File: src/hw/rtl/egress_snat_session_engine_assert.svh
// Assertion macros used by the engine's datapath.
`ifndef EGRESS_SNAT_SESSION_ENGINE_ASSERT_SVH
`define EGRESS_SNAT_SESSION_ENGINE_ASSERT_SVH
`ifndef SYNTH
// Same-cycle implication, checked outside reset.
`define SNAT_ASSERT_IMP(label, clk, rstn, ante, cons) \
    label: assert property (@(posedge clk) disable iff (!(rstn)) (ante) |-> (cons)) \
        else $error("snat assertion failed");
// Next-cycle implication, checked outside reset.
`define SNAT_ASSERT_NXT(label, clk, rstn, ante, cons) \
    label: assert property (@(posedge clk) disable iff (!(rstn)) (ante) |=> (cons)) \
        else $error("snat assertion failed");
`else
`define SNAT_ASSERT_IMP(label, clk, rstn, ante, cons)
`define SNAT_ASSERT_NXT(label, clk, rstn, ante, cons)
`endif
`endif

File: src/hw/rtl/snat_pkg.sv
`timescale 1ns / 1ps
`default_nettype none
package snat_pkg;

    localparam int unsigned SESSION_ENTRIES = 1024;
    localparam int unsigned RULE_ENTRIES    = 64;
    localparam int unsigned SIDX_W = (SESSION_ENTRIES > 1) ? $clog2(SESSION_ENTRIES) : 1;
    localparam int unsigned RIDX_W = (RULE_ENTRIES > 1) ? $clog2(RULE_ENTRIES) : 1;
    localparam int unsigned REC_W  = SIDX_W;
    localparam int unsigned CLR_COUNT =
        (SESSION_ENTRIES > RULE_ENTRIES) ? SESSION_ENTRIES : RULE_ENTRIES;
    localparam int unsigned CNT_W = $clog2(CLR_COUNT + 1);

    localparam logic [15:0] PORT_FIRST    = 16'd1024;
    localparam logic [15:0] PORT_ALL_ONES = 16'hFFFF;
    localparam logic [5:0]  ADDR_BITS     = 6'd32;
    localparam logic [15:0] ETH_IPV4      = 16'h0800;
    localparam logic [15:0] ETH_ARP       = 16'h0806;
    localparam logic [7:0]  PROTO_ICMP    = 8'd1;
    localparam logic [7:0]  PROTO_TCP     = 8'd6;
    localparam logic [7:0]  PROTO_UDP     = 8'd17;

    typedef enum logic [1:0] {
        VERDICT_PASS = 2'd0,
        VERDICT_TX   = 2'd1,
        VERDICT_DROP = 2'd2,
        VERDICT_RULE = 2'd3
    } verdict_t;

    typedef struct packed {
        logic        action;
        logic [15:0] ether_type;
        logic        headers_complete;
        logic [7:0]  ip_protocol;
        logic [31:0] source_ip;
        logic [31:0] dest_ip;
        logic [15:0] source_port;
        logic [15:0] dest_port;
        logic [15:0] ip_checksum_in;
        logic [15:0] l4_checksum_in;
        logic [5:0]  rule_prefix_len;
        logic [31:0] rule_external_ip;
    } in_item_t;

    typedef struct packed {
        verdict_t    verdict;
        logic        nat_applied;
        logic        session_hit;
        logic [31:0] out_source_ip;
        logic [15:0] out_source_port;
        logic [15:0] out_ip_checksum;
        logic [15:0] out_l4_checksum;
    } out_item_t;

    typedef struct packed {
        logic             valid;
        logic [31:0]      src_ip;
        logic [31:0]      dst_ip;
        logic [39:0]      ports_proto;
        logic [47:0]      translation;
        logic [REC_W-1:0] recency;
    } sess_ent_t;

    typedef struct packed {
        logic        valid;
        logic [5:0]  len;
        logic [31:0] prefix;
        logic [31:0] ext_ip;
    } rule_ent_t;

    typedef enum logic [3:0] {
        ST_CLEAR,
        ST_IDLE,
        ST_DECODE,
        ST_LOOKUP,
        ST_MATCH,
        ST_AGE,
        ST_LSCAN,
        ST_LWRITE,
        ST_FINISH
    } state_t;

    typedef enum logic [2:0] {
        SCAN_NONE,
        SCAN_LOOKUP,
        SCAN_MATCH,
        SCAN_AGE,
        SCAN_LOAD
    } scan_t;

    typedef enum logic [2:0] {
        CLS_NAT,
        CLS_LOAD,
        CLS_LOAD_BAD,
        CLS_ARP,
        CLS_DROP
    } cls_t;

    typedef struct packed {
        logic     clear_wr;
        logic     load_in;
        logic     scan_init;
        logic     clr_cnt;
        scan_t    scan;
        logic     take_port;
        logic     rule_wr;
        logic     load_out;
        verdict_t out_verdict;
        logic     out_nat;
        logic     out_rule;
    } ctrl_cmd_t;

    typedef struct packed {
        cls_t cls;
        logic clear_done;
        logic scan_done;
        logic hit;
        logic best_found;
        logic load_slot_ok;
        logic out_free;
    } dp_status_t;

    function automatic logic [31:0] prefix_mask(input logic [5:0] len);
        logic [31:0] m;
        if (len == 6'd0) begin
            m = 32'h0;
        end else begin
            m = 32'hFFFF_FFFF << (ADDR_BITS - len);
        end
        return m;
    endfunction

    // Two end-around-carry folds and the final complement.
    function automatic logic [15:0] csum_fold(input logic [19:0] s);
        logic [16:0] s1;
        logic [15:0] s2;
        s1 = {1'b0, s[15:0]} + {13'd0, s[19:16]};
        s2 = s1[15:0] + {15'd0, s1[16]};
        return ~s2;
    endfunction

endpackage
`default_nettype wire

File: src/hw/rtl/snat_ctrl.sv
`timescale 1ns / 1ps
`default_nettype none
module snat_ctrl (
    input  wire logic                  aclk,
    input  wire logic                  aresetn,
    input  wire logic                  s_valid,
    output logic                       s_ready,
    output snat_pkg::ctrl_cmd_t        cmd,
    input  wire snat_pkg::dp_status_t  status
);

    snat_pkg::state_t   state_reg, state_next;
    snat_pkg::verdict_t res_verdict_reg, res_verdict_next;
    logic               res_nat_reg, res_nat_next;
    logic               res_rule_reg, res_rule_next;

    always_ff @(posedge aclk) begin
        if (!aresetn) begin
            state_reg <= snat_pkg::ST_CLEAR;
        end else begin
            state_reg <= state_next;
        end
        res_verdict_reg <= res_verdict_next;
        res_nat_reg     <= res_nat_next;
        res_rule_reg    <= res_rule_next;
    end

    always_comb begin
        state_next       = state_reg;
        res_verdict_next = res_verdict_reg;
        res_nat_next     = res_nat_reg;
        res_rule_next    = res_rule_reg;
        cmd              = '0;
        cmd.scan         = snat_pkg::SCAN_NONE;
        cmd.out_verdict  = res_verdict_reg;
        cmd.out_nat      = res_nat_reg;
        cmd.out_rule     = res_rule_reg;
        s_ready          = 1'b0;
        case (state_reg)
            snat_pkg::ST_CLEAR: begin
                cmd.clear_wr = 1'b1;
                if (status.clear_done) begin
                    state_next = snat_pkg::ST_IDLE;
                end
            end
            snat_pkg::ST_IDLE: begin
                s_ready     = 1'b1;
                cmd.load_in = s_valid;
                if (s_valid) begin
                    state_next = snat_pkg::ST_DECODE;
                end
            end
            snat_pkg::ST_DECODE: begin
                cmd.scan_init    = 1'b1;
                cmd.clr_cnt      = 1'b1;
                res_nat_next     = 1'b0;
                res_rule_next    = 1'b0;
                res_verdict_next = snat_pkg::VERDICT_TX;
                case (status.cls)
                    snat_pkg::CLS_LOAD:     state_next = snat_pkg::ST_LSCAN;
                    snat_pkg::CLS_LOAD_BAD: begin
                        res_verdict_next = snat_pkg::VERDICT_DROP;
                        res_rule_next    = 1'b1;
                        state_next       = snat_pkg::ST_FINISH;
                    end
                    snat_pkg::CLS_ARP: begin
                        res_verdict_next = snat_pkg::VERDICT_PASS;
                        state_next       = snat_pkg::ST_FINISH;
                    end
                    snat_pkg::CLS_DROP: begin
                        res_verdict_next = snat_pkg::VERDICT_DROP;
                        state_next       = snat_pkg::ST_FINISH;
                    end
                    default: state_next = snat_pkg::ST_LOOKUP;
                endcase
            end
            snat_pkg::ST_LOOKUP: begin
                cmd.scan = snat_pkg::SCAN_LOOKUP;
                if (status.scan_done) begin
                    cmd.clr_cnt = 1'b1;
                    if (status.hit) begin
                        res_nat_next = 1'b1;
                        state_next   = snat_pkg::ST_AGE;
                    end else begin
                        state_next = snat_pkg::ST_MATCH;
                    end
                end
            end
            snat_pkg::ST_MATCH: begin
                cmd.scan = snat_pkg::SCAN_MATCH;
                if (status.scan_done) begin
                    cmd.clr_cnt = 1'b1;
                    if (status.best_found) begin
                        cmd.take_port = 1'b1;
                        res_nat_next  = 1'b1;
                        state_next    = snat_pkg::ST_AGE;
                    end else begin
                        state_next = snat_pkg::ST_FINISH;
                    end
                end
            end
            snat_pkg::ST_AGE: begin
                cmd.scan = snat_pkg::SCAN_AGE;
                if (status.scan_done) begin
                    state_next = snat_pkg::ST_FINISH;
                end
            end
            snat_pkg::ST_LSCAN: begin
                cmd.scan      = snat_pkg::SCAN_LOAD;
                res_rule_next = 1'b1;
                if (status.scan_done) begin
                    if (status.load_slot_ok) begin
                        res_verdict_next = snat_pkg::VERDICT_RULE;
                        state_next       = snat_pkg::ST_LWRITE;
                    end else begin
                        res_verdict_next = snat_pkg::VERDICT_DROP;
                        state_next       = snat_pkg::ST_FINISH;
                    end
                end
            end
            snat_pkg::ST_LWRITE: begin
                cmd.rule_wr = 1'b1;
                state_next  = snat_pkg::ST_FINISH;
            end
            snat_pkg::ST_FINISH: begin
                if (status.out_free) begin
                    cmd.load_out = 1'b1;
                    state_next   = snat_pkg::ST_IDLE;
                end
            end
            default: state_next = snat_pkg::ST_IDLE;
        endcase
    end

endmodule
`default_nettype wire

File: config.mk
export PLATFORM = sky130hd
export DESIGN_NAME = snat_ctrl
export DESIGN_NICKNAME = d
export VERILOG_FILES = /design/src/hw/rtl/egress_snat_session_engine_assert.svh /design/src/hw/rtl/snat_pkg.sv /design/src/hw/rtl/snat_ctrl.sv
export SDC_FILE = /design/constraint.sdc
export NUM_CORES = 1
export LEC_CHECK = 0
export BUFFER_PORTS_ARGS = -buffer_cell sky130_fd_sc_hd__buf_4
export CORE_AREA = 5 5 48 50
export DETAILED_ROUTE_END_ITERATION = 8
export DIE_AREA = 0 0 53 55
export GPL_TIMING_DRIVEN = 0
export HOLD_SLACK_MARGIN = 0.02
export PLACE_DENSITY = 0.75
export SKIP_LAST_GASP = 1
export SLEW_MARGIN = 30
export SYNTH_ARGS = -nofsm -noshare
export SYNTH_HDL_FRONTEND = slang
export SYNTH_SLANG_ARGS = --single-unit
File: constraint.sdc
create_clock -name aclk -period 2.1 [get_ports aclk]
set_input_delay 0.42 -clock aclk [delete_from_list [all_inputs] [get_ports aclk]]
set_output_delay 0.42 -clock aclk [all_outputs]
set_load 0.02 [all_outputs]
Word level (Yosys, flattened, before mapping)
Index checks and enable logic that the tools add are counted.
{"block": "classes", "addsub": 0, "mul": 0, "div": 0, "magnitude_cmp": 0, "n_eq_ne": 21, "n_shift": 0, "n_mux": 36, "bitwise": 0, "n_reduce_logical": 9}
{"cell": "$mux W4", "count": 9}
{"cell": "$pmux W4 S9", "count": 1}
{"cell": "$mux W1", "count": 18}
{"cell": "$ne A2 B2 Y1 const B", "count": 9}
{"cell": "$eq A4 B3 Y1 const B", "count": 4}
{"cell": "$pmux W3 S4", "count": 1}
{"cell": "$eq A4 B2 Y1 const B", "count": 2}
{"cell": "$pmux W2 S2", "count": 2}
{"cell": "$pmux W4 S2", "count": 1}
{"cell": "$reduce_and A7 Y1", "count": 1}
{"cell": "$eq A3 B2 Y1 const B", "count": 2}
{"cell": "$reduce_and A5 Y1", "count": 1}
{"cell": "$eq A4 B1 Y1 const B", "count": 1}
{"cell": "$eq A4 B4 Y1 const B", "count": 1}
{"cell": "$logic_not A4 Y1", "count": 1}
{"cell": "$pmux W1 S2", "count": 2}
{"cell": "$reduce_or A2 Y1", "count": 2}
{"cell": "$eq A3 B1 Y1 const B", "count": 1}
{"cell": "$eq A3 B3 Y1 const B", "count": 1}
{"cell": "$pmux W1 S3", "count": 1}
{"cell": "$reduce_bool A3 Y1", "count": 1}
{"cell": "$reduce_or A3 Y1", "count": 1}
{"cell": "$mux W2", "count": 1}
{"cell": "$reduce_and A2 Y1", "count": 1}
{"cell": "$reduce_bool A2 Y1", "count": 1}
{"block": "word_totals", "regBits": 8, "latch_bits": 0, "mem_bits_rw": 0, "rom_bits": 0, "in_bits": 12, "word_cells": 70, "memories": 0}

Longest topological paths before layout
{"block": "depth", "depth_word": 4, "mapped_depth": 6}

Worst setup path before layout
OpenSTA, ideal clock, no wires.
{"block": "synth_path", "path_kind": "register to register", "from": "register state_reg[2]", "to": "register res_nat_reg, enable pin", "arrival_ns": 1.554, "slack_ns": 0.254, "stages_incl_launch_ff": 7, "n_path_buf": 2, "period_less_slack_ns": 1.846, "cell_sequence": "dfxtp_1 -> clkbuf_2 -> buf_2 -> nor3b_1 -> o21ai_0 -> a21oi_1 -> o21a_1"}
{"block": "synth_between", "elab_chain_cells": 3, "elab_cells_between_ends": 9, "classes_between": "eq/ne: 7; reduce/logical: 2"}
{"item": "from (decl)", "line_no": "snat_ctrl.sv:12", "rtl": "snat_pkg::state_t state_reg, state_next;"}
{"item": "from (signal assigned)", "line_no": "snat_ctrl.sv:19", "rtl": "state_reg <= snat_pkg::ST_CLEAR;"}
{"item": "from (signal assigned)", "line_no": "snat_ctrl.sv:21", "rtl": "state_reg <= state_next;"}
{"item": "$eq A4 B2 Y1 or $eq A4 B3 Y1 (tied branches)", "line_no": "snat_ctrl.sv:39", "rtl": "case (state_reg)"}
{"item": "$ne A2 B2 Y1 (no source line) or $reduce_bool A3 Y1 (tied branches)"}
{"item": "$reduce_and A5 Y1 (no source line) *"}
{"item": "to (signal assigned)", "line_no": "snat_ctrl.sv:24", "rtl": "res_nat_reg <= res_nat_next;"}
{"item": "to (decl)", "line_no": "snat_ctrl.sv:14", "rtl": "logic res_nat_reg, res_nat_next;"}
Every way passes the cells marked *; elsewhere a longest branch is shown, timed or not.
A chain may end at the register's enable or synchronous reset.

==> results.tsv <==
metric	value	unit
synth.top_cell.area_share	0.156	
crit_type	reg2out	
first_pass_iters	4	
setup_viol	0	
final_common_cell	buf_4	
synth_nets	111	
setup_slack	63.9	ps
fp.dieH	55	um
crit_required	1680	ps
dp.cells	152	
worstSetupStartpointType	flop	
nFillCells	186	
nets	143	
grt_use_total	0.158	
ios	27	
rows	16	
clockRootBuffer	clkbuf_4	
yosysTopAreaCell	edfxtp_1	
slew_headroom	0.648	
die_w	53	um
syn_area	772	um^2
synthAdderAreaFrac	0	
synthArstFlopShare	0	
vias	862	
ctsHoldBuffers	0	
cts.sinks	8	
syn-mean-instance-area	7.80	um^2
period_share	0.970	
dieArea	2920	um^2
finClkSkew	13.0	ps
cap_violations	0	
vdd_drop_max	245	uV
port_buffers	26	
grt_pass1_vias	740	
mostFrequentLayoutCells	buf_4, nor2_1, o21ai_0	
fin_cells	157	
gp_congestion	0.883	
slew_viol_final	0	
cts_tree	yes	
gr-total-overflow	0	
worst_slew_pin_slew	528	ps
grt_start_max_net_pins	11	
regArea	200	um^2
dp_slack	183	ps
wire_per_inst	13.9	um
synth.area.top_cells	edfxtp_1, dfxtp_1, nor2_1	
cp_max_fo	10	
endpoint_kind	output pin	
yosysSeqAreaShare	0.259	
initial_core_util	0.415	
largest_register_ff_count	4	
h-tree-depth	1	
path_clk_slew	50	ps
synthMuxAreaShare	0.0276	
outcome	complete, no violations	
tns	0	ps
ys_warn_count	0	
fmaxAchievable	491	MHz
drtAntennaViolNets	0	
rsz0062_at_grt	true	
grt_pass1_wl	3230	um
ys.flop_type	edfxtp_1	
vias_per_cell	5.49	
fin_crit	2040	ps
insertion_delay	280	ps
synth_xor_area_frac	0.0227	
hold_path_class	in2reg	
drt-total-wl	2180	um
synth_top_family_by_area	simple AND/OR/NAND/NOR gates	
antenna_found_initial	0	
syn2layout_area_growth	37.3	%
clockBufferDepth	2	
core_area	1860	um^2
antenna_cells	0	
p_leak	0.000465	uW
ys_ff_latch	8	
drive_gt1_frac	0.346	
synth_cell_type_count	45	
synth_enable_flop_cells	4	
place_hpwl	1590	um
synthCells	99	
hold_viol_final	0	
critPathArrivalTime	1620	ps
p_per_area	453	nW/um^2
cts_buffers	3	
drc	0	
multi_input_area	508	um^2
synthSimpleGateAreaFrac	0.340	
synth_compound_area_frac	0.253	
drtIter0Drc	25	
## timing repair
item / 4_1_cts / 5_1_grt
pin swaps: 0 / 2
setup buffers: 0 / 1
setup endpoints to repair: 1 / 2
endpoints found under the hold margin: 0 / 0
gates resized for setup: 2 / 7
## synthesized netlist by cell type (2+ instances only)
cell      number
a21boi_0       2
a21o_1         2
a21oi_1        3
buf_2          4
buf_4          2
clkbuf_2       2
dfxtp_1        4
edfxtp_1       4
inv_1          4
nand2_1        5
nand2b_1       3
nor2_1        10
nor2b_1        5
nor3_1         4
nor3b_1        3
nor4_1         3
o21a_1         2
o21ai_0        7
o21bai_1       2
or3_1          2
xnor2_1        2
## worst paths after layout
kind,end,slack (ps),startpoint,depth (start not counted)
setup reg to reg,res_nat_reg,400,state_reg[1],6
setup / recovery,cmd[10],60,state_reg[1],5
hold / removal,state_reg[1],380,aresetn,2
hold reg to reg,state_reg[3],740,state_reg[3],3
## worst max-delay path, cell delays in order (launching register included)
cell,delay (ps)
dfxtp_1,360
buf_6,150
nor2b_1,310
o21ai_0,150
a21oi_1,210
buf_4,180
## routing by layer
| layer | track usage | share of wire |
|---|---|---|
| met5 | 0 | 0 |
| met4 | 0.128 | 0.043 |
| met3 | 0.0268 | 0.082 |
| met2 | 0.262 | 0.46 |
| met1 | 0.178 | 0.41 |
## where the power goes
group | switching, uW | internal (uW) | total [uW]
Clock | 67.4 | 73.5 | 141
Combinational | 87.0 | 76.6 | 164
Sequential | 5.18 | 170 | 175
## final cells by class
| type | count | area share |
|---|---|---|
| multi-input combinational | 77 | 0.479 |
| timing repair buffer | 27 | 0.191 |
| tap | 27 | 0.0319 |
| inverter | 4 | 0.0142 |
| clock buffer | 4 | 0.0248 |
| sequential | 8 | 0.189 |
| buffer | 10 | 0.0697 |
## metrics by stage
| step | cell area, um^2 | util | total power [uW] | hold WS (ps) |
|---|---|---|---|---|
| after global routing | 1060 | 0.569 | 507 | 385 |
| after global placement | 1000 | 0.538 | 330 | 658 |
| after detailed placement | 1000 | 0.538 | 334 | 656 |
| after floorplan | 772 | - | 275 | 538 |
| final | 1060 | 0.569 | 480 | 378 |
| after CTS | 1030 | 0.556 | 477 | 374 |
## kinds of logic after synthesis
family	after synthesis
and+or+nand+nor	45
AOI/OAI and AO/OA	28
buffers and inverters	14
DFF	8
xor gates and xnor gates	2
muxes	2
(Power assumes the default switching activity.)
